File: config.mk
export PLATFORM = sky130hd
export DESIGN_NAME = lobm_outq
export DESIGN_NICKNAME = d
export VERILOG_FILES = /design/src/lobm_pkg.sv /design/src/lobm_outq.sv
export SDC_FILE = /design/constraint.sdc
export NUM_CORES = 1
export LEC_CHECK = 0
export BUFFER_PORTS_ARGS = -buffer_cell sky130_fd_sc_hd__buf_4
export CAP_MARGIN = 25
export CORE_MARGIN = 8
export CORE_UTILIZATION = 44
export CTS_CLUSTER_SIZE = 24
export DETAILED_ROUTE_END_ITERATION = 7
export GPL_TIMING_DRIVEN = 0
export MAX_ROUTING_LAYER = met4
export PLACE_DENSITY = 0.73
export SETUP_SLACK_MARGIN = 0.15
export SLEW_MARGIN = 20
export SYNTH_ARGS = -nofsm -noshare
export SYNTH_HDL_FRONTEND = slang
export SYNTH_SLANG_ARGS = --single-unit
File: constraint.sdc
create_clock -name clk -period 2.02 [get_ports clk]
set_input_delay 0.101 -clock clk [delete_from_list [all_inputs] [get_ports clk]]
set_output_delay 0.101 -clock clk [all_outputs]
set_load 0.01 [all_outputs]
File: src/lobm_pkg.sv
// ============================================================================
// lobm_pkg
// Item types and command and status codes of the order book matcher.
// ============================================================================
package lobm_pkg;

    localparam logic [1:0] MODE_ADD    = 2'd0;
    localparam logic [1:0] MODE_CANCEL = 2'd1;
    localparam logic [1:0] MODE_MODIFY = 2'd2;
    localparam logic [1:0] MODE_MATCH  = 2'd3;

    localparam logic [2:0] STAT_OK        = 3'd0;
    localparam logic [2:0] STAT_DUP       = 3'd1;
    localparam logic [2:0] STAT_NOTFOUND  = 3'd2;
    localparam logic [2:0] STAT_ZEROPRICE = 3'd3;
    localparam logic [2:0] STAT_NOMATCH   = 3'd4;

    typedef struct packed {
        logic [1:0]  mode;
        logic [7:0]  order_id;
        logic        side;
        logic [7:0]  price;
        logic [30:0] quantity;
    } in_item_t;

    typedef struct packed {
        logic [2:0]  status;
        logic [7:0]  trade_price;
        logic [30:0] trade_quantity;
    } out_item_t;

    // A command after the static checks of the front end.
    typedef struct packed {
        in_item_t item;
        logic     id_ok;
        logic     price_ok;
        logic     price_nz;
    } cmd_t;

endpackage

File: src/lobm_outq.sv
// ============================================================================
// lobm_outq
// Two-entry result queue between the sequencer and the consumer.
// ============================================================================
module lobm_outq (
    input  logic                clk,
    input  logic                rst_n,
    input  logic                push,
    input  lobm_pkg::out_item_t data,
    output logic                full,
    output logic                empty,
    input  logic                pop,
    output lobm_pkg::out_item_t result
);
    import lobm_pkg::*;

    out_item_t  q_reg [2];
    logic       wp_reg, wp_next;
    logic       rp_reg, rp_next;
    logic [1:0] cnt_reg, cnt_next;
    logic       do_pop;

    assign full   = cnt_reg == 2'd2;
    assign empty  = cnt_reg == 2'd0;
    assign result = q_reg[rp_reg];
    assign do_pop = pop && !empty;

    always_comb
    begin
        wp_next  = wp_reg ^ push;
        rp_next  = rp_reg ^ do_pop;
        cnt_next = cnt_reg + {1'b0, push} - {1'b0, do_pop};
    end

    always_ff @(posedge clk)
    begin
        if (push)
        begin
            q_reg[wp_reg] <= data;
        end
    end

    always_ff @(posedge clk or negedge rst_n)
    begin
        if (!rst_n)
        begin
            wp_reg  <= 1'b0;
            rp_reg  <= 1'b0;
            cnt_reg <= 2'd0;
        end
        else
        begin
            wp_reg  <= wp_next;
            rp_reg  <= rp_next;
            cnt_reg <= cnt_next;
        end
    end

endmodule

# --- After elaboration in Yosys (flattened, before gate mapping) ---
# Memories as Yosys holds them, arrays and structs flattened.
# Cells that the tools add are included.
classes:
  mux: 2
  reduce_logical: 3
  add_sub_neg: 2
  bitwise: 2
  n_eq_ne: 1
op_table:
  columns: ["op", "n"]
  rows:
  - ["$add A2 B1 Y2", 1]
  - ["$eq A2 B2 Y1 const B", 1]
  - ["$logic_not A2 Y1", 1]
  - ["$mux W1", 2]
  - ["$sub A2 B1 Y2", 1]
  - ["$xor A1 B1 Y1", 2]
  - ["$logic_and A1 B1 Y1", 1]
  - ["$logic_not A1 Y1", 1]
totals:
  in_bits: 46
  ramBits: 84
  reg_bits: 4
  wordCells: 14
  memories: 1
  out_inout_bits: 44
mem_list:
  columns: ["memory", "words", "width", "read_ports", "rd_clocked_by_memory_dff", "wr", "line", "rtl"]
  rows:
  - ["q_reg", 2, 42, 1, 0, 1, "lobm_outq.sv:17", "out_item_t q_reg [2];"]

# --- Logic depth before layout (Yosys ltp) ---
depth:
  word_depth: 4
  mapped_depth: 6
  mapped_depth_nobuf: 6

# --- Worst setup path before layout ---
# Ideal clock, no wire load.
synth_timing:
  path_type: "register to register"
  from: "register wp_reg"
  to: "memory q_reg[0][0] (netlist bit) (enable)"
  path_slack_ns: 0.152
  stages_incl_launch_ff: 3
  setup_time_ns: 0.404
  arrival_time_ns: 1.464
  synth_period_minus_slack_ns: 1.868
  t_required_ns: 1.616
  cell_sequence: "dfrtp_1 -> inv_1 -> ha_1"
synth_lines:
  columns: ["item", "line", "rtl"]
  rows:
  - ["start, declared", "lobm_outq.sv:18", "logic wp_reg, wp_next;"]
  - ["start signal, assigned", "lobm_outq.sv:53", "wp_reg <= wp_next;"]
  - ["end, declared", "lobm_outq.sv:17", null]
# Straight into the memory's write port.

==> flow_summary.ini <==
[run_status]
outcome = completed

[grt]
overflow = 0
grt_max_degree = 28
grt_pass1_wl_um = 10300
grtUsageTotal = 0.124
antenna_found_initial = 0
grt_pass1_vias = 2118

[die]
fp.dieW_um = 104
io_pins = 90
rows = 32
die_h_um = 104
start_util = 0.450
coreArea_um2 = 7650
dieArea_um2 = 10900

[worst_setup_path]
cpPeakStageDelay_ns = 0.38
path_delay_family = buffers and inverters
path_cells = buf_6, buf_12, mux2_4, buf_4
cp_data_arrival_time_ns = 1.47
cp_data_required_time_ns = 1.92
cp_num_buf_inv = 3
crit_type = register to output port
startpoint_type = register
slowest_stage = dfrtp_1
end_kind = output port
cp_max_fo = 10

[hold_path]
worstHoldPathType = primary input to register

[clock_tree]
numClockSinks = 88
cts_buffer_depth = 2
cts_made_buffers = 9
ctsHtreeMaxLevel = 3
cts_tree = yes
root_buffer = clkbuf_8
path_clk_slew_ns = 0.08
worstSkewPairLatency_ns = 0.34

[detailed_routing]
vias = 1843
dr.pass1.iters = 4
wirelength_um = 6470
drc = 0
wl_per_cell_um = 16.1
detail_route.vias_per_cell = 4.60
drtIter0Drc = 36
ant_nets = 0

[cells_and_area]
stdcell_area_um2 = 4920
antenna_cells = 0
layout.nets = 344
largest_register_ffs = 84
area_growth_pct = 43.1
drive_gt1_frac = 0.515
multi_input_area_um2 = 718
fin_util = 0.644
register_area_um2 = 2620
fillers = 535

[synth]
synth_cell_types = 13
syn_nets = 199
yosys-top-cells-area = edfxtp_1 73%, mux2_4 17%, dfrtp_1 2.9%, buf_12 2.3%, ha_1 1.5%
ys_seq_area_frac = 0.762
yosys_warnings = 0
netlist_area_um2 = 3440
ys_ff_latch = 88
avgSynthCellArea_um2 = 23.1
postSynthCellCount = 149
yosysTopAreaCell = edfxtp_1
synth_top_area_frac = 0.733

[sta]
setup_viol = 0
skew_ns = 0.00706
fin_ws_ns = 0.449
maxSlewViolCount = 0
maxSlewHeadroom = 0.689
hold_viol_final = 0
tightestPinTransition_ns = 0.467
rsz0062_at_grt = false
finalSetupTns_ns = 0
finalCriticalPeriod_ns = 1.57
period_share = 0.778
max_freq_mhz = 636

[power_and_ir_drop]
pwr-share-clk = 0.203
netSwitchingPower_w = 0.00170
leakage_nw = 2.00
p_total_w = 0.00623
pwr-share-comb = 0.391
p_int_w = 0.00454
irDropWorstVdd_uv = 834
powerDensity_nw_per_um2 = 1270
seqPwrFrac = 0.407
switching_share = 0.272

[placement]
gp_congestion = 0.675
port-buffer-count = 89
placed_cell_area_um2 = 4280
dp_worst_setup_slack_ns = 0.500
dp_hpwl_um = 4430

[run]
drv_cap = 0
-- power groups by stage --
stage / Clock, W / Combinational (W) / Sequential, W
floorplan: 0 / 0.00150 / 0.00255
global placement: 0 / 0.00233 / 0.00257
detailed placement: 0 / 0.00241 / 0.00258
CTS: 0.00129 / 0.00249 / 0.00254
global route: 0.00136 / 0.00260 / 0.00257
finish: 0.00126 / 0.00243 / 0.00253
-- timing repair --
action / CTS / global route
gates resized for setup: 0 / 0
endpoints found under the hold margin: 88 / 0
buffers inserted: 0 / 0
hold buffers: 43 / 0
-- placed cells by master, fill, tap and decap left out, drive strengths merged --
cell type    netlist  routed
o21a               1       1
dfrtp              4       4
nor2b              1       1
nor2               1       1
clkinvlp           0       2
xor2               1       1
buf                5      96
xnor2              2       2
bufinv             0       2
clkbuf             0      10
edfxtp            84      84
clkinv             0       2
mux2              42      42
ha                 4       4
dlygate4sd3        0      43
inv                4       4
-- per-stage QoR --
step,hold WS [ns],cells
2_1_floorplan,-0.195,149
3_3_place_gp,-0.0997,340
3_5_place_dp,-0.0993,342
4_1_cts,0.0202,401
5_1_grt,0.0164,401
6_report,0.0232,401
-- metal layers --
layer | track usage | wire, um | vias to the layer above
li1 | - | - | 864
met5 | - | 0 | -
met1 | 0.121 | 2550 | 903
met3 | 0.0378 | 328 | 13
met2 | 0.224 | 3470 | 63
met4 | 0.0455 | 118 | 0
-- synth_stat cells --
cell,number
buf_6,1
dfrtp_1,4
xnor2_1,2
o21a_1,1
inv_1,4
ha_1,4
nor2_1,1
edfxtp_1,84
mux2_2,3
nor2b_1,1
mux2_4,39
buf_12,4
xor2_1,1
-- worst reg2reg max path: cells and delay by family, from the launching register on --
kind                       cells  cell delay [ns]
adders and majority gates      2             0.46
DFF                            1             0.43
xor gates and xnor gates       2             0.29
AOI/OAI and AO/OA              1             0.24
buffers and inverters          1             0.04
-- cells by family after synthesis --
group                    after synthesis  share of synthesized area
AND/OR/NAND/NOR                        2                    0.00291
buffers and inverters                  9                     0.0309
XOR/XNOR                               3                    0.00763
flip-flops                            88                      0.762
adder cells (fa/ha/maj)                4                     0.0145
multiplexers                          42                      0.180
AO/OA/AOI/OAI                          1                    0.00218
-- layout make-up --
class | instances | share of cell area
inverters | 4 | 0.00305
plain buffers | 5 | 0.0185
repair buffers | 134 | 0.231
clock inverters | 6 | 0.0170
flip-flops and latches | 88 | 0.533
clock buffers | 10 | 0.0259
well taps | 102 | 0.0259
multi-input cells | 52 | 0.146
-- path summary, 6_finish.rpt --
check	cells past startpoint	startpoint	endpoint	slack, ns
max	4	rp_reg	result[34]	0.45
min	2	push	cnt_reg[0]	0.02
max reg2reg	6	cnt_reg[1]	cnt_reg[1]	0.49
min reg2reg	1	cnt_reg[1]	cnt_reg[1]	0.55
max in group asynchronous	2	rst_n	wp_reg	1.82
min in group asynchronous	2	rst_n	cnt_reg[0]	0.09
(Power assumes the default switching activity.)
